$ cat src/sv/pbd_pkg.sv
// Shared types and constants for the PackBits bitplane image decoder.
// No dependencies; used by the controller, the datapath and the top level.
`timescale 1ns / 1ps
`default_nettype none

package pbd_pkg;

    localparam int ADDR_W        = 15;
    localparam int ADDR_SPAN     = 1 << ADDR_W;
    localparam int SEGMENT_BYTES = 40;
    localparam int LINES         = 200;
    localparam int LINE_BYTES    = 160;
    localparam int HEADER_BYTES  = 33;
    localparam int FILL_W        = 6;
    localparam int LINE_W        = 8;
    localparam int RUN_W         = 8;

    localparam logic [7:0] TYPE_COMPRESSED = 8'h80;

    // Pointer correction at the end of a segment: back one line, on one word.
    localparam logic [ADDR_W-1:0] PLANE_ADJ = ADDR_W'(ADDR_SPAN - LINE_BYTES + 2);
    // End of the fourth plane: -160+2, then +160-8 to the next line; net back 6.
    localparam logic [ADDR_W-1:0] LINE_ADJ  = ADDR_W'(ADDR_SPAN - 6);

    typedef struct packed {
        logic load_type;   // type byte: pick mode, arm header count
        logic dec_header;  // header byte skipped
        logic load_run;    // control byte: load run length
        logic latch_byte;  // hold the repeat byte for expansion
        logic dec_run;     // one byte of the run used
        logic put;         // decoded byte write, interleaved address
        logic sel_held;    // put takes the held byte, not the input
        logic last;        // last_of_run for this put
        logic raw_put;     // raw byte write, linear address
        logic emit_err;    // overrun beat
    } pbd_cmd_t;

    typedef struct packed {
        logic out_free;    // output register can take a beat this cycle
        logic header_last; // current header byte is the last one
        logic compressed;  // compressed mode selected by the type byte
        logic is_repeat;   // input control byte is a repeat code
        logic overrun;     // input control byte would overrun the segment
        logic run_is_one;  // one byte of the run left
        logic done_now;    // a put now completes the image
        logic raw_last;    // a raw put now fills the last address
    } pbd_stat_t;

endpackage

`default_nettype wire

$ cat src/sv/pbd_ctrl.sv
// Controller FSM for the PackBits bitplane image decoder.
// Depends on pbd_pkg; drives the datapath commands and the input stall.
`timescale 1ns / 1ps
`default_nettype none

module pbd_ctrl (
    input  wire logic              clk,
    input  wire logic              rst_n,
    input  wire logic              byte_valid,
    output logic                   byte_stall,
    input  wire pbd_pkg::pbd_stat_t stat,
    output pbd_pkg::pbd_cmd_t      cmd
);
    import pbd_pkg::*;

    localparam logic [3:0] S_TYPE    = 4'd0;
    localparam logic [3:0] S_HEADER  = 4'd1;
    localparam logic [3:0] S_CONTROL = 4'd2;
    localparam logic [3:0] S_REPEAT  = 4'd3;
    localparam logic [3:0] S_LITERAL = 4'd4;
    localparam logic [3:0] S_RAW     = 4'd5;
    localparam logic [3:0] S_EXPAND  = 4'd6;
    localparam logic [3:0] S_DONE    = 4'd7;
    localparam logic [3:0] S_HALT    = 4'd8;

    logic [3:0] state_reg;
    logic [3:0] state_next;
    logic       accept;

    always_comb
    begin
        case (state_reg)
            S_EXPAND:       byte_stall = 1'b1;
            S_DONE, S_HALT: byte_stall = 1'b0;
            default:        byte_stall = !stat.out_free;
        endcase
    end

    assign accept = byte_valid && !byte_stall;

    always_comb
    begin
        cmd        = '0;
        state_next = state_reg;
        case (state_reg)
            S_TYPE:
            begin
                if (accept)
                begin
                    cmd.load_type = 1'b1;
                    state_next    = S_HEADER;
                end
            end
            S_HEADER:
            begin
                if (accept)
                begin
                    cmd.dec_header = 1'b1;
                    if (stat.header_last)
                    begin
                        state_next = stat.compressed ? S_CONTROL : S_RAW;
                    end
                end
            end
            S_CONTROL:
            begin
                if (accept)
                begin
                    if (stat.overrun)
                    begin
                        cmd.emit_err = 1'b1;
                        state_next   = S_HALT;
                    end
                    else
                    begin
                        cmd.load_run = 1'b1;
                        state_next   = stat.is_repeat ? S_REPEAT : S_LITERAL;
                    end
                end
            end
            S_REPEAT:
            begin
                // first copy goes out with the beat; a repeat run is at least two
                if (accept)
                begin
                    cmd.put        = 1'b1;
                    cmd.latch_byte = 1'b1;
                    cmd.dec_run    = 1'b1;
                    cmd.last       = stat.run_is_one;
                    if (stat.done_now)
                        state_next = S_DONE;
                    else if (stat.run_is_one)
                        state_next = S_CONTROL;
                    else
                        state_next = S_EXPAND;
                end
            end
            S_LITERAL:
            begin
                if (accept)
                begin
                    cmd.put     = 1'b1;
                    cmd.dec_run = 1'b1;
                    cmd.last    = 1'b1;
                    if (stat.done_now)
                        state_next = S_DONE;
                    else if (stat.run_is_one)
                        state_next = S_CONTROL;
                end
            end
            S_RAW:
            begin
                if (accept)
                begin
                    cmd.raw_put = 1'b1;
                    if (stat.raw_last)
                        state_next = S_DONE;
                end
            end
            S_EXPAND:
            begin
                if (stat.out_free)
                begin
                    cmd.put      = 1'b1;
                    cmd.sel_held = 1'b1;
                    cmd.dec_run  = 1'b1;
                    cmd.last     = stat.run_is_one;
                    if (stat.done_now)
                        state_next = S_DONE;
                    else if (stat.run_is_one)
                        state_next = S_CONTROL;
                end
            end
            S_DONE, S_HALT:
            begin
                state_next = state_reg;
            end
            default:
            begin
                state_next = S_TYPE;
            end
        endcase
    end

    always_ff @(posedge clk or negedge rst_n)
    begin
        if (!rst_n)
            state_reg <= S_TYPE;
        else
            state_reg <= state_next;
    end

endmodule

`default_nettype wire

$ cat src/sv/pbd_datapath.sv
// Datapath of the PackBits bitplane image decoder: counters, pointers and
// the output register. Depends on pbd_pkg; commanded by pbd_ctrl.
`timescale 1ns / 1ps
`default_nettype none

module pbd_datapath (
    input  wire logic                      clk,
    input  wire logic                      rst_n,
    input  wire logic [7:0]                byte_value,
    input  wire pbd_pkg::pbd_cmd_t         cmd,
    output pbd_pkg::pbd_stat_t             stat,
    output logic                           write_valid,
    input  wire logic                      write_stall,
    output logic [pbd_pkg::ADDR_W-1:0]     write_address,
    output logic [7:0]                     write_data,
    output logic                           last_of_run,
    output logic                           image_done,
    output logic                           overrun_error
);
    import pbd_pkg::*;

    logic [5:0]        header_left_reg;
    logic              compressed_reg;
    logic [RUN_W-1:0]  run_left_reg;
    logic [ADDR_W-1:0] write_pointer_reg;
    logic              odd_step_reg;
    logic [FILL_W-1:0] segment_fill_reg;
    logic [1:0]        plane_index_reg;
    logic [LINE_W-1:0] line_index_reg;
    logic [ADDR_W-1:0] raw_count_reg;
    logic [7:0]        held_byte_reg;

    logic              out_valid_reg;
    logic [ADDR_W-1:0] out_addr_reg;
    logic [7:0]        out_data_reg;
    logic              out_last_reg;
    logic              out_done_reg;
    logic              out_err_reg;

    logic [8:0]        run_len;
    logic [9:0]        fill_sum;
    logic              seg_end;
    logic              plane_wrap;
    logic [LINE_W-1:0] line_inc;
    logic [ADDR_W-1:0] wp_step;
    logic [ADDR_W-1:0] wp_next;
    logic [7:0]        put_data;

    // run length of a control byte: 257-c for repeat codes, c+1 for literals
    assign run_len  = byte_value[7] ? (9'd257 - {1'b0, byte_value})
                                    : ({1'b0, byte_value} + 9'd1);
    assign fill_sum = {{(10-FILL_W){1'b0}}, segment_fill_reg} + {1'b0, run_len};

    assign seg_end    = (segment_fill_reg == FILL_W'(SEGMENT_BYTES - 1));
    assign plane_wrap = (plane_index_reg == 2'd3);
    assign line_inc   = line_index_reg + LINE_W'(1);
    assign wp_step    = write_pointer_reg + (odd_step_reg ? ADDR_W'(7) : ADDR_W'(1));
    assign wp_next    = !seg_end   ? wp_step
                      : plane_wrap ? wp_step + LINE_ADJ
                      :              wp_step + PLANE_ADJ;
    assign put_data   = cmd.sel_held ? held_byte_reg : byte_value;

    always_comb
    begin
        stat.out_free    = !out_valid_reg || !write_stall;
        stat.header_last = (header_left_reg <= 6'd1);
        stat.compressed  = compressed_reg;
        stat.is_repeat   = byte_value[7];
        stat.overrun     = (fill_sum > 10'(SEGMENT_BYTES));
        stat.run_is_one  = (run_left_reg == RUN_W'(1));
        stat.done_now    = seg_end && plane_wrap && (line_inc == LINE_W'(LINES));
        stat.raw_last    = (raw_count_reg == {ADDR_W{1'b1}});
    end

    always_ff @(posedge clk or negedge rst_n)
    begin
        if (!rst_n)
        begin
            header_left_reg   <= 6'(HEADER_BYTES);
            compressed_reg    <= 1'b0;
            run_left_reg      <= '0;
            write_pointer_reg <= '0;
            odd_step_reg      <= 1'b0;
            segment_fill_reg  <= '0;
            plane_index_reg   <= '0;
            line_index_reg    <= '0;
            raw_count_reg     <= '0;
        end
        else
        begin
            if (cmd.load_type)
            begin
                compressed_reg  <= (byte_value == TYPE_COMPRESSED);
                header_left_reg <= 6'(HEADER_BYTES);
            end
            if (cmd.dec_header && header_left_reg != 6'd0)
                header_left_reg <= header_left_reg - 6'd1;
            if (cmd.load_run)
                run_left_reg <= run_len[RUN_W-1:0];
            else if (cmd.dec_run && run_left_reg != '0)
                run_left_reg <= run_left_reg - RUN_W'(1);
            if (cmd.put)
            begin
                write_pointer_reg <= wp_next;
                odd_step_reg      <= !odd_step_reg;
                segment_fill_reg  <= seg_end ? '0 : segment_fill_reg + FILL_W'(1);
                if (seg_end)
                begin
                    plane_index_reg <= plane_index_reg + 2'd1;
                    if (plane_wrap)
                        line_index_reg <= line_inc;
                end
            end
            if (cmd.raw_put)
                raw_count_reg <= raw_count_reg + ADDR_W'(1);
        end
    end

    always_ff @(posedge clk)
    begin
        if (cmd.latch_byte)
            held_byte_reg <= byte_value;
    end

    // output register; commands only emit when it can take a beat
    always_ff @(posedge clk or negedge rst_n)
    begin
        if (!rst_n)
            out_valid_reg <= 1'b0;
        else if (stat.out_free)
            out_valid_reg <= cmd.put || cmd.raw_put || cmd.emit_err;
    end

    always_ff @(posedge clk)
    begin
        if (stat.out_free)
        begin
            if (cmd.put)
            begin
                out_addr_reg <= write_pointer_reg;
                out_data_reg <= put_data;
                out_last_reg <= cmd.last;
                out_done_reg <= stat.done_now;
                out_err_reg  <= 1'b0;
            end
            else if (cmd.raw_put)
            begin
                out_addr_reg <= raw_count_reg;
                out_data_reg <= byte_value;
                out_last_reg <= 1'b1;
                out_done_reg <= stat.raw_last;
                out_err_reg  <= 1'b0;
            end
            else if (cmd.emit_err)
            begin
                out_addr_reg <= '0;
                out_data_reg <= '0;
                out_last_reg <= 1'b1;
                out_done_reg <= 1'b0;
                out_err_reg  <= 1'b1;
            end
        end
    end

    assign write_valid   = out_valid_reg;
    assign write_address = out_addr_reg;
    assign write_data    = out_data_reg;
    assign last_of_run   = out_last_reg;
    assign image_done    = out_done_reg;
    assign overrun_error = out_err_reg;

    a_one_emit: assert property (@(posedge clk) disable iff (!rst_n)
        $onehot0({cmd.put, cmd.raw_put, cmd.emit_err}))
        else $error("more than one beat source in a cycle");

    a_emit_free: assert property (@(posedge clk) disable iff (!rst_n)
        (cmd.put || cmd.raw_put || cmd.emit_err) |-> stat.out_free)
        else $error("beat emitted while output register is held");

    a_fill_range: assert property (@(posedge clk) disable iff (!rst_n)
        segment_fill_reg < FILL_W'(SEGMENT_BYTES))
        else $error("segment fill out of range");

    a_run_nonzero: assert property (@(posedge clk) disable iff (!rst_n)
        (cmd.put && !cmd.load_run) |-> (run_left_reg != '0))
        else $error("decoded write with no run left");

    a_err_beat: assert property (@(posedge clk) disable iff (!rst_n)
        (out_valid_reg && out_err_reg) |-> (out_last_reg && !out_done_reg))
        else $error("overrun beat carries bad flags");

endmodule

`default_nettype wire

$ cat src/sv/packbits_bitplane_image_decoder_top.sv
// Top level of the PackBits bitplane image decoder.
// Depends on pbd_pkg, pbd_ctrl and pbd_datapath.
`timescale 1ns / 1ps
`default_nettype none

// Takes an image file one byte per beat on the byte channel and gives one
// memory write per beat on the write channel. Header, type and control bytes
// give no write; each literal or raw byte gives one write. A repeat byte
// gives its 2 to SEGMENT_BYTES writes at one per cycle, the byte channel
// stalled meanwhile. The rate is set by the single output register: one
// write per cycle when the write channel does not stall. A run that would
// overrun its segment gives one beat with overrun_error set, after which
// every byte is taken and dropped; the same holds after the beat with
// image_done set.
module packbits_bitplane_image_decoder_top (
    input  wire logic                      clk,
    input  wire logic                      rst_n,
    input  wire logic                      byte_valid,
    output logic                           byte_stall,
    input  wire logic [7:0]                byte_value,
    output logic                           write_valid,
    input  wire logic                      write_stall,
    output logic [pbd_pkg::ADDR_W-1:0]     write_address,
    output logic [7:0]                     write_data,
    output logic                           last_of_run,
    output logic                           image_done,
    output logic                           overrun_error
);
    import pbd_pkg::*;

    pbd_cmd_t  cmd;
    pbd_stat_t stat;

    pbd_ctrl u_ctrl (
        .clk        (clk),
        .rst_n      (rst_n),
        .byte_valid (byte_valid),
        .byte_stall (byte_stall),
        .stat       (stat),
        .cmd        (cmd)
    );

    pbd_datapath u_datapath (
        .clk           (clk),
        .rst_n         (rst_n),
        .byte_value    (byte_value),
        .cmd           (cmd),
        .stat          (stat),
        .write_valid   (write_valid),
        .write_stall   (write_stall),
        .write_address (write_address),
        .write_data    (write_data),
        .last_of_run   (last_of_run),
        .image_done    (image_done),
        .overrun_error (overrun_error)
    );

endmodule

`default_nettype wire

$ cat config.mk
export PLATFORM = sky130hd
export DESIGN_NAME = packbits_bitplane_image_decoder_top
export DESIGN_NICKNAME = d
export VERILOG_FILES = /design/src/sv/pbd_pkg.sv /design/src/sv/pbd_ctrl.sv /design/src/sv/pbd_datapath.sv /design/src/sv/packbits_bitplane_image_decoder_top.sv
export SDC_FILE = /design/constraint.sdc
export NUM_CORES = 1
export LEC_CHECK = 0
export BUFFER_PORTS_ARGS = -buffer_cell sky130_fd_sc_hd__buf_2
export CAP_MARGIN = 30
export CORE_MARGIN = 2
export CORE_UTILIZATION = 55
export DETAILED_ROUTE_END_ITERATION = 10
export GPL_ROUTABILITY_DRIVEN = 0
export GPL_TIMING_DRIVEN = 0
export PLACE_DENSITY = 0.73
export RECOVER_POWER = 100
export REMOVE_ABC_BUFFERS = 1
export SYNTH_ARGS = -nofsm -noshare
export SYNTH_HDL_FRONTEND = slang
export SYNTH_SLANG_ARGS = --single-unit
$ cat constraint.sdc
create_clock -name clk -period 6 [get_ports clk]
set_clock_uncertainty 0.05 [all_clocks]
set_input_delay 0.3 -clock clk [delete_from_list [all_inputs] [get_ports clk]]
set_output_delay 0.3 -clock clk [all_outputs]
set_load 0.005 [all_outputs]
* Word level (Yosys, flattened, before mapping)
Index checks and enable logic that the tools add are counted.
** Storage, ports and cells
- Bits in registers :: 101
- Output and inout bits :: 28
** Cells by class
- Add/subtract/negate cells :: 12
- Magnitude comparators :: 2
- Eq/ne operators :: 23
- Multiplexer cells :: 58
- Bitwise logic cells :: 1
- Reduce and logical (&&, ||, !) cells :: 25
** Operator list (count)
- $mux 15 :: 5
- $mux 4 :: 13
- $mux 8 :: 6
- $pmux 4 s8 :: 1
- $add 15x15->15 const B :: 2
- $mux 1 :: 19
- $mux 3 :: 6
- $mux 6 :: 3
- $eq 4x3->1 const B :: 4
- $eq 8x8->1 const B :: 2
- $add 15x1->15 const B :: 1
- $add 15x15->15 :: 1
- $eq 15x15->1 const B :: 1
- $ne 2x1->1 const B :: 7
- $add 6x9->10 :: 1
- $gt 10x6->1 const B :: 1
- $reduce_and 10->1 :: 1
- $add 8x1->9 const B :: 1
- $mux 9 :: 1
- $sub 9x8->9 const A :: 1
- $add 8x1->8 const B :: 1
- $eq 4x2->1 const B :: 2
- $eq 8x1->1 const B :: 1
- $reduce_bool 8->1 :: 1
- 25 further kinds :: 39

* Depth between registers and ports, before layout
Gate-level depths: netlist (run 1).
- Word-level depth :: 11
- Mapped depth :: 12

* By module
A second synthesis (run 1) with hierarchy kept.
** Second synthesis, totals
- Cell total of the unflattened synthesis :: 672
- Area, all modules :: 6271.0 um^2
** By module, submodules not included
- pbd_datapath :: instances 1, cells an instance 602, area an instance 5766.8 um^2
- pbd_ctrl :: instances 1, cells an instance 70, area an instance 504.2 um^2

* Worst setup path before layout (run 1)
No wires, ideal clock.
- Kind :: input -> register
- Start :: in byte_value[2]
- End :: reg u_datapath.out_done_reg, in the netlist u_datapath.image_done (enable)
- Library setup time :: 0.449 ns
- Arrival :: 4.564 ns
- Data required time :: 5.501 ns
- Slack :: 0.937 ns
- Stages :: 12
- Buffers on the path :: 1
- Cells stage by stage :: clkbuf_1 -> inv_1 -> ha_1 -> nand2_1 -> o21ai_0 -> ha_1 -> a21oi_1 -> o311ai_0 -> a21o_1 -> a311oi_1 -> nor3_1 -> o31ai_1
** On the way
- Longest elaborated chain between the ends :: 9
- Elaborated cells on any way between the ends :: 10
** RTL lines
- start, declared :: RTL line packbits_bitplane_image_decoder_top.sv:20 : input wire logic [7:0] byte_value,
- $sub 9x8->9 or $add 8x1->9 (tied branches) :: RTL line pbd_datapath.sv:50, pbd_datapath.sv:51
- $mux 9 (*) :: RTL line pbd_datapath.sv:50 : assign run_len = byte_value[7] ? (9'd257 - {1'b0, byte_value})
- $add 6x9->10 (*) :: RTL line pbd_datapath.sv:52 : assign fill_sum = {{(10-FILL_W){1'b0}}, segment_fill_reg} + {1'b0, run_len};
- $gt 10x6->1 (*) :: RTL line pbd_datapath.sv:69 : stat.overrun = (fill_sum > 10'(SEGMENT_BYTES));
- $mux 1 (*) :: RTL line pbd_ctrl.sv:69 : if (stat.overrun)
- $mux 1 (*) :: RTL line pbd_ctrl.sv:67 : if (accept)
- $mux 1 (*) :: RTL line pbd_ctrl.sv:45 : case (state_reg)
- $reduce_bool 3->1 (no line) (*)
- $reduce_and 2->1 (no line) (*)
- end signal, assigned :: RTL line pbd_datapath.sv:143 : out_done_reg <= stat.done_now;
- end signal, assigned :: RTL line pbd_datapath.sv:151 : out_done_reg <= stat.raw_last;
- end, declared :: RTL line pbd_datapath.sv:37 : logic out_done_reg;
Every way passes the cells marked *; elsewhere a longest branch is shown, timed or not.
A chain may end at the register's enable or synchronous reset.

* Worst setup path after layout (run 1)
- Start :: in byte_value[0]
- End :: reg u_datapath.out_addr_reg[8], in the netlist u_datapath.write_address[8] (enable)
** On the way
- Longest elaborated chain between the ends :: 9
- Elaborated cells on any way between the ends :: 10
** RTL lines
- $sub 9x8->9 or $add 8x1->9 (tied branches) :: RTL line pbd_datapath.sv:50, pbd_datapath.sv:51
- $mux 9 (*) :: RTL line pbd_datapath.sv:50
- $add 6x9->10 (*) :: RTL line pbd_datapath.sv:52
- $gt 10x6->1 (*) :: RTL line pbd_datapath.sv:69
- $mux 1 (*) :: RTL line pbd_ctrl.sv:69
- $mux 1 (*) :: RTL line pbd_ctrl.sv:67
- $mux 1 (*) :: RTL line pbd_ctrl.sv:45
- $reduce_bool 3->1 (no line) (*)
- $reduce_and 2->1 (no line) (*)
- end signal, assigned :: RTL line pbd_datapath.sv:140 : out_addr_reg <= write_pointer_reg;
- end signal, assigned :: RTL line pbd_datapath.sv:148 : out_addr_reg <= raw_count_reg;
- end, declared :: RTL line pbd_datapath.sv:34 : logic [ADDR_W-1:0] out_addr_reg;
Marks and branches as above.

==> run metrics, run 1 <==
static power due to leakage 0.00269 uW; Post-CTS Hold Buffers 0; DRC Markers 0; unrepaired setup endpoints after global routing no; global-route wire length before repair 22.9 mm; standard-cell row count 38; most area-hungry cell type in the Yosys netlist sky130_fd_sc_hd__dfrtp_1; number of levels in the clock H-tree 3; post-CTS setup buffer count 0; pwr dens 205 nW/um^2; total CTS buffers 9; remaining antenna violation count 0; die area 12100 sq um; I/O pin total 40; number of standard cells in the final layout excluding fillers 789; Vias per Instance 6.26; final design area excluding fillers 6730 sq um; synthesized netlist cell count 618; violated checks max-capacitance violations, max-slew violations; type of the worst min-delay path primary input to register; average cell area after synthesis 10.0 sq um; Syn-to-layout area delta 8.55%; Required @ worst endpoint 6.00 ns; starting utilization of the core area 56.7%; post-layout min period 4.71 ns; number of violations reported at the end of detailed-routing iteration 0 345; core region area 10900 sq um; proportion of register bits with asynchronous set or reset after synthesis 66.3%; number of instances in the placed design 773; R2R depth 9; share of the yosys chip area belonging to registers 43.5%; # diodes 0; upper clock frequency limit 213 MHz; outcome complete, but fails checks; Detailed Route WL 14.0 mm; data arrival time of the worst path 4.71 ns; via count of the first global-routing pass 4685; area fraction of the dominant cell type after synthesis 26.2%; category of the critical setup timing path primary input to register; Root Buffer Master sky130_fd_sc_hd__clkbuf_16; maximum clock insertion buffer count 2; grt ovf 0; post_cts resized 0; Clk Latency, worst-skew pair 0.35 ns; fin nets 686; largest net degree at the start of global routing 68; via count 4937; Worst R2R Setup Slack 1.73 ns; CTS clock-pin slew for the worst setup and hold paths 0.07 ns; initial antenna violation count 0; worst-case headroom to the max-slew limit -149%; post-synth cell types 74; Slew Viols, Final 116; fraction of final layout cells with drive strength greater than 1 7.55%; area of the mapped netlist 6200 sq um; floorplan die width 110 um; count of state elements after synthesis 101; routed length per placed instance 17.7 um; # port buffers 39; Worst Tran Pin Value 3.74 ns; number of fillers in the final layout 912; Max Fanout on Critical Path 16; final HPWL from detailed placement 9.77 mm; Synthesis Warnings 0; Multi-input gate area 3270 sq um; clock tree from TritonCTS done; Total GRT Usage 24.1%; top cells by area in the synthesized netlist sky130_fd_sc_hd__dfrtp_1 (26%), sky130_fd_sc_hd__edfxtp_1 (16%), sky130_fd_sc_hd__ha_1 (5.6%); Final Hold Viols 0; clk sinks 101; die extent in y 110 um; Worst setup SP type primary input; Hold Crit Depth 1; final setup TNS 0 ns; Max rail drop VDD 0.129 mV; Pre-Repair DR Iteration Count 5; Primary FF master, synth sky130_fd_sc_hd__dfrtp_1; area occupied by registers 2700 sq um; final worst path period share 78.4%; max-capacitance violation count 5; setup violation total in the final timing report 0; Post-DP Area 6560 sq um; count of flip-flops with a built-in enable after synthesis 34; sort of element at the end of the critical path register
-- layout make-up --
| cell class | count | area share, % |
|---|---|---|
| clock buffer | 9 | 3.34 |
| timing repair buffer | 44 | 3.20 |
| clock inverter | 7 | 1.13 |
| multi-input combinational | 469 | 48.6 |
| tap | 140 | 2.60 |
| sequential | 101 | 40.1 |
| inverter | 19 | 1.06 |
-- per-layer routing --
metal | up-vias | part of all wire [%] | GRT usage, %
li1 | 2354 | - | -
met1 | 2426 | 47 | 34.2
met2 | 139 | 47 | 39.0
met3 | 18 | 4.7 | 3.64
met4 | 0 | 1.2 | 6.16
met5 | - | 0 | 0
-- per-stage QoR --
| stage | hold WS [ns] | worst slack, ns | total power [uW] | utilization, % |
|---|---|---|---|---|
| after floorplan | -0.0456 | 1.05 | 764 | - |
| after global placement | 0.411 | -0.201 | 791 | 59.0 |
| after detailed placement | 0.427 | 1.73 | 795 | 60.0 |
| after CTS | 0.0621 | 2.09 | 1390 | 62.8 |
| after global routing | 0.281 | 0.935 | 1420 | 61.6 |
| final | 0.269 | 1.29 | 1380 | 61.6 |
-- cells by family after synthesis --
logic type,count (synthesis),share of synthesized area [%]
compound gates,147,17.2
xor+xnor,55,7.77
fa+ha+maj,30,6.29
buf+inv,48,3.13
flops,101,43.5
mux,24,4.07
simple gates,213,18.0
-- final timing paths --
path                                                start                            end
max in group asynchronous                           rst_n     u_datapath.run_left_reg[5]
hold / removal                              byte_value[6]    u_datapath.held_byte_reg[6]
setup reg to reg           u_datapath.segment_fill_reg[0]    u_datapath.write_address[8]
min in group asynchronous                           rst_n   u_datapath.raw_count_reg[11]
setup / recovery                            byte_value[0]    u_datapath.write_address[8]
hold reg to reg             u_datapath.plane_index_reg[0]  u_datapath.plane_index_reg[0]
-- cell usage in the layout (no fill, tap or decap), types with 5 or more instances in the layout --
cell                        synthesis  routed
sky130_fd_sc_hd__nand2b_1           5       5
sky130_fd_sc_hd__and2_1             6       5
sky130_fd_sc_hd__o21ai_0           32      32
sky130_fd_sc_hd__mux2_2            10       8
sky130_fd_sc_hd__inv_1             19      19
sky130_fd_sc_hd__and3_1            11      11
sky130_fd_sc_hd__clkbuf_1          21      29
sky130_fd_sc_hd__xnor2_1           34      34
sky130_fd_sc_hd__nand4_1           19      19
sky130_fd_sc_hd__edfxtp_1          34      34
sky130_fd_sc_hd__xor2_1            21      21
sky130_fd_sc_hd__buf_2              4      12
sky130_fd_sc_hd__a211oi_1           8       9
sky130_fd_sc_hd__a21oi_1           21      21
sky130_fd_sc_hd__nor3_1            16      16
sky130_fd_sc_hd__nand2_1           53      53
sky130_fd_sc_hd__o31ai_1            6       6
sky130_fd_sc_hd__o21a_1             5       5
sky130_fd_sc_hd__nand3_1           19      19
sky130_fd_sc_hd__ha_1              28      28
sky130_fd_sc_hd__nor4_1            12      12
sky130_fd_sc_hd__clkbuf_16          0       9
sky130_fd_sc_hd__a22o_1            21      21
sky130_fd_sc_hd__a21o_1             9       9
sky130_fd_sc_hd__mux2i_1           14      14
sky130_fd_sc_hd__dfrtp_1           65      65
sky130_fd_sc_hd__or4_1              5       5
sky130_fd_sc_hd__nor2_1            43      43
sky130_fd_sc_hd__a31oi_1            9       9
-- worst max-delay path: stages --
cell	delay [ns]
sky130_fd_sc_hd__clkbuf_1	0.35
sky130_fd_sc_hd__ha_1	0.26
sky130_fd_sc_hd__xnor2_1	0.08
sky130_fd_sc_hd__o21ai_0	0.44
sky130_fd_sc_hd__ha_1	0.36
sky130_fd_sc_hd__a21oi_1	0.27
sky130_fd_sc_hd__o311ai_0	0.20
sky130_fd_sc_hd__a21o_1	0.21
sky130_fd_sc_hd__a311oi_1	0.42
sky130_fd_sc_hd__nor3_1	0.17
sky130_fd_sc_hd__o31ai_1	1.37
sky130_fd_sc_hd__buf_8	0.28
-- report_power, final --
group	switching [uW]	internal, uW	leakage, uW
combinational	42.4	20.8	0.00143
sequential	3.17	712	0.00111
clock	274	329	0.000150
total	320	1060	0.00269
-- Yosys cell counts, types with 3 or more instances --
master and n:
sky130_fd_sc_hd__nor2b_1 3, sky130_fd_sc_hd__nand4_1 19, sky130_fd_sc_hd__o21ai_0 32, sky130_fd_sc_hd__edfxtp_1 34, sky130_fd_sc_hd__and4_1 3, sky130_fd_sc_hd__a21o_1 9
sky130_fd_sc_hd__ha_1 28, sky130_fd_sc_hd__or4_1 5, sky130_fd_sc_hd__o21a_1 5, sky130_fd_sc_hd__nor3_1 16, sky130_fd_sc_hd__a211oi_1 8, sky130_fd_sc_hd__nand3_1 19
sky130_fd_sc_hd__xor2_1 21, sky130_fd_sc_hd__a21oi_1 21, sky130_fd_sc_hd__and3_1 11, sky130_fd_sc_hd__nand2b_1 5, sky130_fd_sc_hd__buf_2 4, sky130_fd_sc_hd__mux2_2 10
sky130_fd_sc_hd__a22o_1 21, sky130_fd_sc_hd__a31oi_1 9, sky130_fd_sc_hd__nor4_1 12, sky130_fd_sc_hd__xnor2_1 34, sky130_fd_sc_hd__mux2i_1 14, sky130_fd_sc_hd__dfrtp_1 65
sky130_fd_sc_hd__nor3b_1 3, sky130_fd_sc_hd__o31ai_1 6, sky130_fd_sc_hd__nor2_1 43, sky130_fd_sc_hd__o221ai_1 3, sky130_fd_sc_hd__and2_1 6, sky130_fd_sc_hd__nand2_1 53
sky130_fd_sc_hd__clkbuf_1 21, sky130_fd_sc_hd__inv_1 19
Note: power is estimated with default switching activity, not from simulation.
==> inputs of run 2 (changes only) <==
--- a/config.mk
+++ b/config.mk
@@ -5,6 +5,7 @@
 export SDC_FILE = /design/constraint.sdc
 export NUM_CORES = 1
 export LEC_CHECK = 0
+export ABC_AREA = 1
 export BUFFER_PORTS_ARGS = -buffer_cell sky130_fd_sc_hd__buf_2
 export CAP_MARGIN = 30
 export CORE_MARGIN = 2
@@ -12,7 +13,7 @@
 export DETAILED_ROUTE_END_ITERATION = 10
 export GPL_ROUTABILITY_DRIVEN = 0
 export GPL_TIMING_DRIVEN = 0
-export PLACE_DENSITY = 0.73
+export PLACE_DENSITY = 0.76
 export RECOVER_POWER = 100
 export REMOVE_ABC_BUFFERS = 1
 export SYNTH_ARGS = -nofsm -noshare
==> constraint.sdc (replaced) <==
create_clock -name clk -period 4.2 [get_ports clk]
set_clock_uncertainty 0.05 [all_clocks]
set_input_delay 0.21 -clock clk [delete_from_list [all_inputs] [get_ports clk]]
set_output_delay 0.21 -clock clk [all_outputs]
set_load 0.005 [all_outputs]
==> run 2 against run 1 <==
  * The flow still finishes with violations (max-capacitance violations, max-slew violations)
  * Sequential cell count unchanged
  * Die area up 3.0%
  * Sequential share of layout area down 1.1 points
  * Critical path type is now register to register
  * Largest power group unchanged
  * Highest routed layer unchanged
==> run metrics, run 2 <==
category of the critical setup timing path register to register; setup violation total in the final timing report 0; routed length per placed instance 14.2 um; Final Hold Viols 0; sort of element at the end of the critical path register; clk sinks 101; Worst Tran Pin Value 1.75 ns; Worst R2R Setup Slack 0.78 ns; Multi-input gate area 3130 sq um; starting utilization of the core area 56.3%; DRC Markers 0; Total GRT Usage 23.4%; die extent in y 112 um; number of violations reported at the end of detailed-routing iteration 0 428; dominant delay contributor by cell family on the critical path simple AND/OR/NAND/NOR gates; synthesized netlist cell count 810; pwr dens 284 nW/um^2; cell-by-cell trace of the critical path nand2_1, o211ai_1, nand4_2, nand2_4, clkinvlp_2, nor2_8, nand2_4, nand2_1, o21ai_0; hold path startpoint write_stall; Critical Path Max Stage Delay 0.72 ns; total CTS buffers 9; Crit-path slowest cell sky130_fd_sc_hd__clkinvlp_2; Worst setup SP type register; die area 12500 sq um; post-synth cell types 46; post-placement setup slack 0.809 ns; most frequent cells after synthesis sky130_fd_sc_hd__nand2_1 (225), sky130_fd_sc_hd__inv_1 (96), sky130_fd_sc_hd__nand3_1 (68); fin nets 889; static power due to leakage 0.00327 uW; average cell area after synthesis 7.90 sq um; global-route wire length before repair 23.9 mm; number of instances in the placed design 978; Max rail drop VDD 0.374 mV; type of the worst min-delay path primary input to register; Max Fanout on Critical Path 59; final worst setup slack 0.784 ns; count of flip-flops with a built-in enable after synthesis 34; remaining antenna violation count 0; CTS clock-pin slew for the worst setup and hold paths 0.06 ns; unrepaired setup endpoints after global routing no; leading cell type by number of instances after synthesis sky130_fd_sc_hd__nand2_1; initial antenna violation count 0; number of fillers in the final layout 1011; Root Buffer Master sky130_fd_sc_hd__clkbuf_16; clock tree from TritonCTS done; via count 5473; number of standard cells in the final layout excluding fillers 995; Primary FF master, synth sky130_fd_sc_hd__dfrtp_1; most area-hungry cell type in the Yosys netlist sky130_fd_sc_hd__dfrtp_1; max-capacitance violation count 1; post_cts resized 0; Required @ worst endpoint 4.38 ns; Vias per Instance 5.50; upper clock frequency limit 293 MHz; Slew Viols, Final 68; violated checks max-capacitance violations, max-slew violations; grt ovf 0; area occupied by registers 2700 sq um; top cells by area in the synthesized netlist sky130_fd_sc_hd__dfrtp_1 (25%), sky130_fd_sc_hd__edfxtp_1 (16%), sky130_fd_sc_hd__nand2_1 (13%); critical path buffer and inverter count 1; core region area 11400 sq um; data arrival time of the worst path 3.60 ns; largest net degree at the start of global routing 68; Min Hold Slack 0.0554 ns; worst r2r src u_ctrl.state_reg[1]; floorplan die width 112 um; area fraction of the dominant cell type after synthesis 25.4%; final worst path period share 81.3%; # diodes 0; count of state elements after synthesis 101; number of levels in the clock H-tree 3; final setup TNS 0 ns; Synthesis Warnings 0; Syn-to-layout area delta 8.23%; via count of the first global-routing pass 5231; proportion of register bits with asynchronous set or reset after synthesis 66.3%; share of the yosys chip area belonging to registers 42.2%; # port buffers 39; standard-cell row count 39; post-layout min period 3.42 ns; Clk Latency, worst-skew pair 0.36 ns; commonest cells after routing, fill and taps aside sky130_fd_sc_hd__nand2_1 (225), sky130_fd_sc_hd__inv_1 (98), sky130_fd_sc_hd__nor2_1 (71), sky130_fd_sc_hd__nand3_1 (69), sky130_fd_sc_hd__o21ai_0 (68); maximum clock insertion buffer count 2; final HPWL from detailed placement 10.4 mm; Pre-Repair DR Iteration Count 7; startpoint of the most critical setup path u_ctrl.state_reg[1]; area of the mapped netlist 6400 sq um; worst-case headroom to the max-slew limit -16.8%; I/O pin total 40; Detailed Route WL 14.2 mm; fraction of final layout cells with drive strength greater than 1 7.39%; commonest non-fill, non-tap cell in the layout sky130_fd_sc_hd__nand2_1; outcome complete, but fails checks
==> run 2: changes by cell type in the layout (fill, tap and decap cells not counted), sizes merged, moves of 21 or more <==
cell	previous run	this run
nand2	53	232
nor2	43	76
o21ai	32	69
inv	23	103
xnor2	34	6
nand3	19	70
a22o	21	0
==> run 2: final timing paths <==
kind,cells past startpoint,end
worst min-delay path,3,u_datapath.write_valid
worst max-delay path,9,u_datapath.line_index_reg[5]
worst min register to register,2,u_datapath.write_pointer_reg[14]
max in group asynchronous,2,u_datapath.run_left_reg[5]
worst max register to register,9,u_datapath.line_index_reg[5]
min in group asynchronous,2,u_datapath.raw_count_reg[0]
==> run 2: worst min-delay path, delay by kind of cell <==
family        cells  cell delay, ns
buf+inv           1            0.07
simple gates      2            0.13
==> run 2: cell families (layout without fill, tap and decap cells) <==
logic type,count (synthesis),in the layout,synth area share (%)
adders and majority gates,30,30,6.10
and+or+nand+nor,418,418,29.4
buffers and inverters,119,161,7.61
DFF,101,101,42.2
xor gates and xnor gates,41,41,5.61
AOI/OAI and AO/OA,101,101,9.06
==> run 2: power breakdown <==
part               switching (uW)  total, uW  internal [uW]
registers      0.0000000000000199       1010           1010
clock network                 382        865            482
logic                        64.2       90.1           25.9
==> run 2: cell type report <==
| class | instances | area share [%] |
|---|---|---|
| multi-input cells | 590 | 45.3 |
| clock inverters | 6 | 1.01 |
| inverters | 104 | 5.66 |
| flip-flops and latches | 101 | 39.0 |
| well taps | 143 | 2.58 |
| clock buffers | 10 | 3.45 |
| repair buffers | 41 | 3.04 |
==> run 2: routing by layer <==
metal,wire [um],vias up,global-route usage [%]
li1,-,2710,-
met4,367,0,7.49
met2,7010,163,40.3
met3,685,31,5.82
met5,0,-,0
met1,6120,2569,29.0
==> run 2: through the flow <==
stage               cell area (sq um)  power, uW  util [%]
finish                           6920       1970      60.9
global route                     6920       2030      60.9
CTS                              7030       1990      61.8
detailed placement               6710       1130      59.0
global placement                 6680       1120      58.7
floorplan                        6300       1090         -
==> run 2: repair_timing <==
action | 4_1_cts | 5_1_grt
setup buffers | 0 | 0
hold buffers | 1 | 0
hold endpoints to repair | 65 | 0
